[src/gdbs_pkg.sv]
// shared types and constants for the guided dive branch select block
`timescale 1ns / 1ps
`default_nettype none

package gdbs_pkg;

  localparam int VALUE_BITS = 56;
  localparam int TOL_BITS   = 24;

  localparam logic [TOL_BITS-1:0] TOL_RESET = 24'd17;

  // non-binary variables get their score multiplied by this
  localparam int          PENALTY_BITS = 10;
  localparam logic [PENALTY_BITS-1:0] PENALTY = 10'd1000;

  // rounding direction codes, two's complement
  localparam logic [1:0] DIR_DOWN = 2'b11;
  localparam logic [1:0] DIR_UP   = 2'b01;

  // depth of the queue between classifier and selector, and of the result queue
  localparam int QUEUE_DEPTH = 2;

  typedef struct packed {
    logic frac_ok;
    logic both;
    logic last;
  } flags_t;

endpackage

`default_nettype wire

[src/gdbs_fifo.sv]
// small first-in first-out queue with a count and wrap pointers
`timescale 1ns / 1ps
`default_nettype none

module gdbs_fifo #(
  parameter int WIDTH = 8,
  parameter int DEPTH = 2
) (
  input  wire logic             clk,
  input  wire logic             rst,
  input  wire logic             push,
  input  wire logic [WIDTH-1:0] wdata,
  output logic                  full,
  input  wire logic             pop,
  output logic [WIDTH-1:0]      rdata,
  output logic                  empty
);

  localparam int PTR_W = (DEPTH > 1) ? $clog2(DEPTH) : 1;
  localparam int CNT_W = $clog2(DEPTH + 1);

  logic [WIDTH-1:0] mem [DEPTH];
  logic [PTR_W-1:0] wr_ptr;
  logic [PTR_W-1:0] rd_ptr;
  logic [CNT_W-1:0] count;
  logic             do_push;
  logic             do_pop;

  assign full    = (count == CNT_W'(DEPTH));
  assign empty   = (count == '0);
  assign do_push = push && !full;
  assign do_pop  = pop && !empty;
  assign rdata   = mem[rd_ptr];

  always_ff @(posedge clk) begin
    if (rst) begin
      wr_ptr <= '0;
      rd_ptr <= '0;
      count  <= '0;
    end else begin
      if (do_push) begin
        wr_ptr <= (wr_ptr == PTR_W'(DEPTH - 1)) ? '0 : wr_ptr + PTR_W'(1);
      end
      if (do_pop) begin
        rd_ptr <= (rd_ptr == PTR_W'(DEPTH - 1)) ? '0 : rd_ptr + PTR_W'(1);
      end
      if (do_push && !do_pop) begin
        count <= count + CNT_W'(1);
      end else if (do_pop && !do_push) begin
        count <= count - CNT_W'(1);
      end
    end
  end

  always_ff @(posedge clk) begin
    if (do_push) begin
      mem[wr_ptr] <= wdata;
    end
  end

endmodule

`default_nettype wire

[src/gdbs_front.sv]
// classifier stage: tolerance register, fraction distance, direction and score
`timescale 1ns / 1ps
`default_nettype none

module gdbs_front #(
  parameter int COLUMN_BITS = 20,
  parameter int FRAC_BITS   = 24
) (
  input  wire logic                                   clk,
  input  wire logic                                   rst,
  input  wire logic                                   cfg_write,
  input  wire logic [gdbs_pkg::TOL_BITS-1:0]          cfg_data,
  input  wire logic                                   push,
  output logic                                        full,
  input  wire logic signed [gdbs_pkg::VALUE_BITS-1:0] relaxed_value,
  input  wire logic signed [gdbs_pkg::VALUE_BITS-1:0] incumbent_value,
  input  wire logic [COLUMN_BITS-1:0]                 column,
  input  wire logic                                   is_binary,
  input  wire logic                                   down_locked,
  input  wire logic                                   up_locked,
  input  wire logic                                   last,
  output logic                                        q_push,
  input  wire logic                                   q_full,
  output logic [COLUMN_BITS-1:0]                      q_col,
  output logic [1:0]                                  q_dir,
  output logic [FRAC_BITS+9:0]                        q_score,
  output gdbs_pkg::flags_t                            q_flags
);

  localparam int SCORE_W = FRAC_BITS + 10;
  localparam int CMP_W   = (FRAC_BITS > gdbs_pkg::TOL_BITS) ? FRAC_BITS : gdbs_pkg::TOL_BITS;

  logic [gdbs_pkg::TOL_BITS-1:0] tolerance;
  logic                          f_valid;
  logic                          in_ready;
  logic                          accept;

  logic [FRAC_BITS-1:0] frac;
  logic [FRAC_BITS:0]   up_dist;
  logic [FRAC_BITS-1:0] near_dist;
  logic                 round_down;
  logic [FRAC_BITS:0]   raw_score;
  logic [SCORE_W-1:0]   score;
  gdbs_pkg::flags_t     flags;

  assign in_ready = !f_valid || !q_full;
  assign full     = !in_ready;
  assign accept   = push && in_ready;
  assign q_push   = f_valid;

  always_comb begin
    frac       = relaxed_value[FRAC_BITS-1:0];
    up_dist    = {1'b1, {FRAC_BITS{1'b0}}} - {1'b0, frac};
    // at or above one half the nearest integer is above
    near_dist  = frac[FRAC_BITS-1] ? up_dist[FRAC_BITS-1:0] : frac;
    round_down = (relaxed_value >= incumbent_value);
    raw_score  = round_down ? {1'b0, frac} : up_dist;
    if (is_binary) begin
      score = SCORE_W'(raw_score);
    end else begin
      score = SCORE_W'(raw_score) * SCORE_W'(gdbs_pkg::PENALTY);
    end
    flags.frac_ok = (CMP_W'(near_dist) > CMP_W'(tolerance));
    flags.both    = down_locked && up_locked;
    flags.last    = last;
  end

  always_ff @(posedge clk) begin
    if (rst) begin
      tolerance <= gdbs_pkg::TOL_RESET;
      f_valid   <= 1'b0;
    end else begin
      if (cfg_write) begin
        tolerance <= cfg_data;
      end
      if (accept) begin
        f_valid <= 1'b1;
      end else if (!q_full) begin
        f_valid <= 1'b0;
      end
    end
  end

  always_ff @(posedge clk) begin
    if (accept) begin
      q_col   <= column;
      q_dir   <= round_down ? gdbs_pkg::DIR_DOWN : gdbs_pkg::DIR_UP;
      q_score <= score;
      q_flags <= flags;
    end
  end

endmodule

`default_nettype wire

[src/gdbs_back.sv]
// selector stage: running minimum, lock-phase tracking and result hand-off
`timescale 1ns / 1ps
`default_nettype none

module gdbs_back #(
  parameter int COLUMN_BITS = 20,
  parameter int FRAC_BITS   = 24
) (
  input  wire logic                   clk,
  input  wire logic                   rst,
  input  wire logic                   q_empty,
  output logic                        q_pop,
  input  wire logic [COLUMN_BITS-1:0] head_col,
  input  wire logic [1:0]             head_dir,
  input  wire logic [FRAC_BITS+9:0]   head_score,
  input  wire gdbs_pkg::flags_t       head_flags,
  input  wire logic                   out_full,
  output logic                        out_push,
  output logic [COLUMN_BITS:0]        out_col,
  output logic [1:0]                  out_dir,
  output logic                        out_roundable
);

  localparam int SCORE_W = FRAC_BITS + 10;

  logic [SCORE_W-1:0]   best_score;
  logic [COLUMN_BITS:0] best_col;
  logic [1:0]           best_dir;
  logic                 roundable;

  logic [SCORE_W-1:0]   best_score_next;
  logic [COLUMN_BITS:0] best_col_next;
  logic [1:0]           best_dir_next;
  logic                 roundable_next;
  logic                 consume;
  logic                 competes;
  logic                 clear_best;
  logic                 wins;
  logic [SCORE_W-1:0]   cur_best;

  assign consume  = !q_empty && (!head_flags.last || !out_full);
  assign q_pop    = consume;
  assign out_push = consume && head_flags.last;

  always_comb begin
    competes   = head_flags.frac_ok && (roundable || head_flags.both);
    // first doubly locked competitor restarts the search
    clear_best = competes && roundable && head_flags.both;
    cur_best   = clear_best ? '1 : best_score;
    wins       = competes && (head_score < cur_best);

    best_score_next = wins ? head_score : cur_best;
    best_col_next   = wins ? {1'b0, head_col} : best_col;
    best_dir_next   = wins ? head_dir : best_dir;
    roundable_next  = roundable && !clear_best;

    out_col       = best_col_next;
    out_dir       = best_dir_next;
    out_roundable = roundable_next;
  end

  always_ff @(posedge clk) begin
    if (rst) begin
      best_score <= '1;
      best_col   <= '1;
      best_dir   <= gdbs_pkg::DIR_DOWN;
      roundable  <= 1'b1;
    end else if (consume) begin
      if (head_flags.last) begin
        best_score <= '1;
        best_col   <= '1;
        best_dir   <= gdbs_pkg::DIR_DOWN;
        roundable  <= 1'b1;
      end else begin
        best_score <= best_score_next;
        best_col   <= best_col_next;
        best_dir   <= best_dir_next;
        roundable  <= roundable_next;
      end
    end
  end

`ifndef SYNTHESIS
  a_roundable_fall: assert property (@(posedge clk) disable iff (rst)
    $fell(roundable) |-> $past(consume && head_flags.both && head_flags.frac_ok))
    else $error("roundable cleared without a locked fractional word");

  a_score_monotone: assert property (@(posedge clk) disable iff (rst)
    (consume && !head_flags.last && !roundable) |=> (best_score <= $past(best_score)))
    else $error("best score rose inside the locked phase");

  a_result_clears: assert property (@(posedge clk) disable iff (rst)
    out_push |=> (roundable && (best_score == '1)))
    else $error("scan state not cleared after a result");
`endif

endmodule

`default_nettype wire

[src/guided_dive_branch_select.sv]
// Top level of the guided dive branch select block.
// Throughput: one word per cycle sustained; a stall on the result side backs up
// only once the result queue and the work queue are both full.
// Path: the result of a last word goes through the classifier register, then the work
// queue and the selector, into the result queue that drives the result ports.
// Reset: synchronous; tolerance returns to 17 and the scan state to no best.
`timescale 1ns / 1ps
`default_nettype none

module guided_dive_branch_select #(
  parameter int COLUMN_BITS = 20,
  parameter int FRAC_BITS   = 24
) (
  input  wire logic                                   clk,
  input  wire logic                                   rst,
  input  wire logic                                   cfg_write,
  input  wire logic [gdbs_pkg::TOL_BITS-1:0]          cfg_data,
  input  wire logic                                   push,
  output logic                                        full,
  input  wire logic signed [gdbs_pkg::VALUE_BITS-1:0] relaxed_value,
  input  wire logic signed [gdbs_pkg::VALUE_BITS-1:0] incumbent_value,
  input  wire logic [COLUMN_BITS-1:0]                 column,
  input  wire logic                                   is_binary,
  input  wire logic                                   down_locked,
  input  wire logic                                   up_locked,
  input  wire logic                                   last,
  output logic                                        empty,
  input  wire logic                                   pop,
  output logic signed [COLUMN_BITS:0]                 best_column,
  output logic signed [1:0]                           best_direction,
  output logic                                        all_roundable
);

  localparam int SCORE_W = FRAC_BITS + 10;
  localparam int FLAGS_W = $bits(gdbs_pkg::flags_t);
  localparam int WORK_W  = FLAGS_W + COLUMN_BITS + 2 + SCORE_W;
  localparam int RES_W   = COLUMN_BITS + 1 + 2 + 1;

  logic                   f_push;
  logic                   f_full;
  logic [COLUMN_BITS-1:0] f_col;
  logic [1:0]             f_dir;
  logic [SCORE_W-1:0]     f_score;
  gdbs_pkg::flags_t       f_flags;

  logic [WORK_W-1:0]      work_in;
  logic [WORK_W-1:0]      work_out;
  logic                   work_empty;
  logic                   work_pop;

  logic                   r_push;
  logic                   r_full;
  logic [COLUMN_BITS:0]   r_col;
  logic [1:0]             r_dir;
  logic                   r_roundable;
  logic [RES_W-1:0]       res_out;

  gdbs_front #(
    .COLUMN_BITS(COLUMN_BITS),
    .FRAC_BITS  (FRAC_BITS)
  ) u_front (
    .clk            (clk),
    .rst            (rst),
    .cfg_write      (cfg_write),
    .cfg_data       (cfg_data),
    .push           (push),
    .full           (full),
    .relaxed_value  (relaxed_value),
    .incumbent_value(incumbent_value),
    .column         (column),
    .is_binary      (is_binary),
    .down_locked    (down_locked),
    .up_locked      (up_locked),
    .last           (last),
    .q_push         (f_push),
    .q_full         (f_full),
    .q_col          (f_col),
    .q_dir          (f_dir),
    .q_score        (f_score),
    .q_flags        (f_flags)
  );

  assign work_in = {f_flags, f_col, f_dir, f_score};

  gdbs_fifo #(
    .WIDTH(WORK_W),
    .DEPTH(gdbs_pkg::QUEUE_DEPTH)
  ) u_work_q (
    .clk  (clk),
    .rst  (rst),
    .push (f_push),
    .wdata(work_in),
    .full (f_full),
    .pop  (work_pop),
    .rdata(work_out),
    .empty(work_empty)
  );

  gdbs_back #(
    .COLUMN_BITS(COLUMN_BITS),
    .FRAC_BITS  (FRAC_BITS)
  ) u_back (
    .clk          (clk),
    .rst          (rst),
    .q_empty      (work_empty),
    .q_pop        (work_pop),
    .head_col     (work_out[SCORE_W+2 +: COLUMN_BITS]),
    .head_dir     (work_out[SCORE_W +: 2]),
    .head_score   (work_out[SCORE_W-1:0]),
    .head_flags   (gdbs_pkg::flags_t'(work_out[WORK_W-1 -: FLAGS_W])),
    .out_full     (r_full),
    .out_push     (r_push),
    .out_col      (r_col),
    .out_dir      (r_dir),
    .out_roundable(r_roundable)
  );

  gdbs_fifo #(
    .WIDTH(RES_W),
    .DEPTH(gdbs_pkg::QUEUE_DEPTH)
  ) u_result_q (
    .clk  (clk),
    .rst  (rst),
    .push (r_push),
    .wdata({r_col, r_dir, r_roundable}),
    .full (r_full),
    .pop  (pop),
    .rdata(res_out),
    .empty(empty)
  );

  assign best_column    = res_out[RES_W-1 -: COLUMN_BITS+1];
  assign best_direction = res_out[2:1];
  assign all_roundable  = res_out[0];

endmodule

`default_nettype wire

[config.mk]
export PLATFORM = sky130hd
export DESIGN_NAME = guided_dive_branch_select
export DESIGN_NICKNAME = d
export VERILOG_FILES = /design/src/gdbs_pkg.sv /design/src/gdbs_fifo.sv /design/src/gdbs_front.sv /design/src/gdbs_back.sv /design/src/guided_dive_branch_select.sv
export SDC_FILE = /design/constraint.sdc
export NUM_CORES = 1
export LEC_CHECK = 0
export ABC_AREA = 0
export BUFFER_PORTS_ARGS = -buffer_cell sky130_fd_sc_hd__buf_2
export CAP_MARGIN = 20
export CORE_ASPECT_RATIO = 0.75
export CORE_UTILIZATION = 43
export CTS_CLUSTER_SIZE = 24
export DETAILED_ROUTE_END_ITERATION = 7
export GPL_TIMING_DRIVEN = 0
export REMOVE_ABC_BUFFERS = 1
export SLEW_MARGIN = 20
export SYNTH_ARGS = -nofsm -noshare
export SYNTH_HDL_FRONTEND = slang
export SYNTH_SLANG_ARGS = --single-unit
[constraint.sdc]
create_clock -name clk -period 15.7 [get_ports clk]
set_input_delay 1.57 -clock clk [delete_from_list [all_inputs] [get_ports clk]]
set_output_delay 1.57 -clock clk [all_outputs]
set_load 0.05 [all_outputs]
After elaboration in Yosys (flattened, before gate mapping)

Memory sizes are Yosys's and may differ from the RTL's. A register that Yosys moved wholly into a read port is not among the register bits.
Index checks and enable logic that the tools add are counted.

Register bits: 150
RAM bits: 166
Input port bits: 165
Logic and storage cells: 104
Memories: 2

Memory list:

| name           | words | bits a word | read ports | clocked after Yosys merged registers in | wr ports | RTL line        | text |
|---|---|---|---|---|---|---|---|
| u_work_q.mem   | 2     | 59          | 1          | 1                                       | 1        | gdbs_fifo.sv:22 | `logic [WIDTH-1:0] mem [DEPTH];` |
| u_result_q.mem | 2     | 24          | 1          | 1                                       | 1        | gdbs_fifo.sv:22 |  |

Add/sub/neg operators: 9
$mul: 1
Order comparisons: 3
Equality and inequality tests: 3
Mux-type cells: 30
Reductions and logical operators: 36

Operators by type and width:

| operator               | count |
|---|---|
| $mux 34                | 3 |
| $ge 56x56->1           | 1 |
| $mux 25                | 2 |
| $mux 21                | 2 |
| $lt 34x34->1           | 1 |
| $mul 25x7->31 const B  | 1 |
| $sub 25x24->25 const A | 1 |
| $gt 24x24->1           | 1 |
| $mux 24                | 1 |
| $logic_and 1x1->1      | 17 |
| $mux 1                 | 15 |
| $mux 2                 | 7 |
| $logic_not 1->1        | 12 |
| $add 1x1->1 const B    | 4 |
| $add 2x1->2 const B    | 2 |
| $eq 2x2->1 const B     | 2 |
| $logic_not 2->1        | 2 |
| $reduce_bool 2->1      | 2 |
| $sub 2x1->2 const B    | 2 |
| $logic_or 1x1->1       | 3 |
| $ne 2x2->1 const B     | 1 |

Logic depth before layout (Yosys ltp)

Word-level depth: 10
Mapped depth: 33
Mapped depth without buffers: 30

Modules after synthesis

From an unflattened synthesis, not the netlist that was laid out.

Cells, all modules: 1827
Area, all modules: 20074.3 um^2

By module, submodules not included:

| module                 | times used | cells an instance | area each (um^2) | sequential area each (um^2) |
|---|---|---|---|---|
| gdbs_front             | 1          | 1107              | 10206.0          | 2242.2 |
| gdbs_fifo (u_work_q)   | 1          | 209               | 4479.3           | 3643.5 |
| gdbs_back              | 1          | 411               | 3444.6           | 1161.1 |
| gdbs_fifo (u_result_q) | 1          | 100               | 1944.4           | 1541.5 |

Worst setup path after synthesis

Ideal clock, no wire load.

Path kind: input to register
Start: input port incumbent_value[30] (netlist name)
End: register u_front.q_score[33] (data pin)
Setup time: 0.266 ns
Arrival: 8.362 ns
Data required time: 15.434 ns
Setup slack: 7.073 ns
Cell stages on the path: 29
Path buffers: 2
Cells stage by stage: inv_1 > ha_1 > nand4_1 > or3_1 > nor4_1 > nand2_1 > o41ai_1 > and3b_1 > buf_2 > or2_4 > buf_2 > and2_2 > xor2_1 > ha_1 > xnor2_1 > fa_1 > fa_1 > inv_1 > fa_1 > ha_1 > a21oi_1 > o211a_1 > nor3_1 > nor4_1 > o41a_1 > or2_2 > o21ai_0 > xnor2_1 > nor2_1

Word-level cells in the longest chain between the ends: 3

RTL lines:

| what                   | RTL line                        | text |
|---|---|---|
| start: declaration     | guided_dive_branch_select.sv:21 | `input wire logic signed [gdbs_pkg::VALUE_BITS-1:0] incumbent_value,` |
| $ge 56x56->1           | gdbs_front.sv:56                | `round_down = (relaxed_value >= incumbent_value);` |
| $mux 25                | gdbs_front.sv:57                | `raw_score = round_down ? {1'b0, frac} : up_dist;` |
| $mul 25x7->31          | gdbs_front.sv:61                | `score = SCORE_W'(raw_score) * SCORE_W'(gdbs_pkg::PENALTY);` |
| end signal: assignment | gdbs_front.sv:88                | `q_score <= score;` |
| end: declaration       | gdbs_front.sv:26                | `output logic [FRAC_BITS+9:0] q_score,` |

Every way passes these cells.
A chain may end at the register's enable or synchronous reset.

Final worst setup path

Start: input port relaxed_value[30] (netlist name)
End: register u_front.q_score[31] (data pin)

Word-level cells in the longest chain between the ends: 3

RTL lines:

| what                     | RTL line                        | text |
|---|---|---|
| start: declaration       | guided_dive_branch_select.sv:20 | `input wire logic signed [gdbs_pkg::VALUE_BITS-1:0] relaxed_value,` |
| $ge 56x56->1             | gdbs_front.sv:56                |  |
| $mux 25                  | gdbs_front.sv:57                |  |
| via u_front.raw_score[2] | gdbs_front.sv:42                | `logic [FRAC_BITS:0] raw_score;` |
| $mul 25x7->31            | gdbs_front.sv:61                |  |

The timed path passes the listed nets, and every way through them passes these cells.

==> flow_metrics.tcl <==
set metrics [dict create \
    slew_violations 0 \
    ys_top_cells_by_area "edfxtp_1 34%, ha_1 12%, dfxtp_1 9.6%" \
    vias_per_cell 5.19 \
    gp_congestion 0.886 \
    r2r-end "u_back.best_score[1]" \
    cts_tree "built" \
    setup_tns_ns 0 \
    antenna_left 0 \
    async_flop_share_pct 0 \
    cts_setup_buffers 0 \
    cts_hold_buf 0 \
    hold_viol 0 \
    slowest_delay_ns 0.60 \
    vias 13224 \
    post_drt_wl_per_cell_um 16.9 \
    yosys_warnings 0 \
    period_minus_slack_ns 9.45 \
    clk_pin_slew_ns 0.06 \
    root_buffer "clkbuf_16" \
    netlist.area_leader.share_pct 34.4 \
    max_freq_mhz 106 \
    drc 2 \
    start_kind "primary input" \
    path_max_fanout 22 \
    die_x_um 247 \
    drtIter0Drc 721 \
    hold_path.startpoint "u_front.q_score[12]" \
    max_slew_margin_pct 28.1 \
    num_rows 66 \
    holdPathStages 0 \
    fin_nets 2379 \
    synth_seq_area_share_pct 44.0 \
    start_util_pct 44.1 \
    cts.sinks 315 \
    die_h_um 186 \
    syn_inst 1765 \
    ys.flop_type "edfxtp_1" \
    grt_max_degree 61 \
    max_cap_violations 0 \
    skew_ns 0.0200 \
    grt_first_pass_wirelength_um 69500 \
    layout-drive-gt1-share_pct 16.2 \
    fin_ws_ns 6.25 \
    numPortBuffers 190 \
    grt-ovfl-total 0 \
    failed_checks "DRC" \
    final_core_util_pct 50.8 \
    antenna_found_initial 3 \
    synth_edf_count 222 \
    detailed_place_hpwl_um 32800 \
    wl_um 43000 \
    cts_buffer_depth 3 \
    worst_ep_arrival_time_ns 9.71 \
    cts_htree_levels 1 \
    synth_seq_cells 315 \
    crit_required_ns 15.96 \
    syn-cell-area_mm2 0.0194 \
    cts_buffers 31 \
    hold_path.class "reg -> reg" \
    clock_latency_ns 0.58 \
    grt_pass1_vias 13215 \
    setup_viol 0 \
    worst_pin_slew_ns 1.08 \
    rsz0062_at_grt "false" \
    whs_endpoint "u_work_q.mem[1][12]" \
    crit_type "in -> reg" \
    synth_cell_types 70 \
    worst_path_max_delay_cell "xor2_1" \
    syn_avg_cell_area_um2 11.0 \
    core-area_mm2 0.0439 \
    yosys.area.top_type "edfxtp_1" \
    grt.total_usage_pct 19.2 \
    synthToLayoutAreaGrowth_pct 15.0 \
    crit_top_cell "fa_1" \
    r2r_slack_ns 10.44 \
    dieArea_mm2 0.0460 \
    fin_crit_sh_pct 60.2 \
    place_worst_setup_slack_ns 5.61 \
    ios 191 \
    reg2regPathDepth 16 \
    firstDrtPassIters 7 \
    outcome "complete, but fails checks" \
    cts_resized 0 \
    cp-end-kind "flop" \
]
layout by cell type, fill, tap and decap left out, drive strengths merged, types with 7 or more instances in the layout:
master | netlist | layout
mux2i | 82 | 82
nand2b | 12 | 12
inv | 242 | 244
a21o | 40 | 40
nand2 | 95 | 95
and2 | 7 | 7
clkinv | 0 | 13
edfxtp | 222 | 222
clkbuf | 42 | 40
nand4 | 27 | 27
nor2 | 118 | 118
nor3 | 43 | 43
mux2 | 31 | 31
a31oi | 31 | 31
o211ai | 10 | 10
buf | 20 | 207
xor2 | 25 | 25
a21oi | 75 | 75
or3 | 20 | 20
fa | 87 | 87
a2bb2oi | 35 | 35
nor2b | 12 | 12
o21ai | 82 | 82
ha | 184 | 184
xnor2 | 51 | 51
dfxtp | 93 | 93
nand3 | 10 | 10
cells in the mapped netlist, types with 3 or more instances:
master / number
a211oi_1: 6
a21o_1: 40
a21oi_1: 74
a2bb2oi_1: 35
a31oi_1: 31
and2_1: 6
and3_1: 5
buf_1: 6
buf_2: 11
clkbuf_1: 40
dfxtp_1: 93
edfxtp_1: 222
fa_1: 87
ha_1: 184
inv_1: 241
mux2_2: 31
mux2i_1: 82
nand2_1: 94
nand2b_1: 12
nand3_1: 10
nand4_1: 27
nand4b_1: 6
nor2_1: 118
nor2b_1: 12
nor3_1: 42
nor4_1: 5
o211ai_1: 10
o21a_1: 4
o21ai_0: 80
o21bai_1: 3
o22a_1: 3
or2_2: 3
or3_1: 16
or3_4: 3
or4_1: 3
xnor2_1: 51
xor2_1: 25
worst max-delay path, delay by kind of cell:
family                     cells  cell delay (ns)
buffers and inverters          4             0.42
xor gates and xnor gates       2             0.77
AOI/OAI and AO/OA              8             2.26
adders and majority gates      6             2.71
and+or+nand+nor                7             1.98
final cells by class:
class                   instances  area [um2]
inverters                     242         908
flip-flops and latches        315        8530
clock buffers                  40         840
repair buffers                207        1310
well taps                     578         723
clock inverters                18         153
multi-input cells            1146        9830
fillers                      3963       21600
diodes                          2        5.00
flip-flops by register name (all words and copies together) (netlist names), 2 cells and up, named ones only:
| name | cells |
|---|---|
| u_front.tolerance | 24 |
| u_front.q_flags | 3 |
| u_back.best_col | 21 |
| u_back.best_score | 34 |
| u_back.best_dir | 2 |
| u_front.q_col | 20 |
| u_work_q.mem | 116 |
| u_work_q.count | 2 |
| u_front.q_score | 34 |
| u_result_q.mem | 48 |
| u_result_q.count | 2 |
metrics by stage:
| step | hold WS (ns) | std cells | instance area [um2] |
|---|---|---|---|
| after floorplan | 0.406 | 1703 | 19100 |
| after global placement | 0.420 | 2471 | 20800 |
| after detailed placement | 0.426 | 2488 | 21300 |
| after CTS | 0.434 | 2546 | 22300 |
| after global routing | 0.445 | 2547 | 22300 |
| final | 0.429 | 2548 | 22300 |
layer usage:
layer / part of all wire (%) / up-vias / global-route usage (%)
li1: - / 6556 / -
met1: 48 / 6350 / 26.4
met2: 46 / 274 / 31.9
met3: 4.9 / 42 / 3.46
met4: 1.5 / 2 / 3.48
met5: 0.035 / - / 0
kinds of logic after synthesis:
family          count (synthesis)  share of synthesized area, %
simple gates                  379                          9.59
flops                         315                          44.0
mux                           113                          6.03
fa+ha+maj                     271                          20.9
compound gates                307                          10.1
buf+inv                       304                          6.04
xor+xnor                       76                          3.43
worst max path at each step:
| stage | from | endpoint | slack, ns | cells after the start |
|---|---|---|---|---|
| floorplan | incumbent_value[30] | u_front.q_score[33] | 7.11 | 28 |
| global placement | flop | u_back.best_score[11] | 3.07 | 13 |
| detailed placement | relaxed_value[30] | u_front.q_score[31] | 5.61 | 27 |
| CTS | relaxed_value[30] | u_front.q_score[31] | 6.22 | 27 |
| global route | incumbent_value[55] | u_front.q_score[31] | 5.68 | 29 |
| finish | relaxed_value[30] | u_front.q_score[31] | 6.25 | 27 |
Power is not shown: default switching activity piles up to over one toggle a cycle in this logic, so the estimate is an artifact.
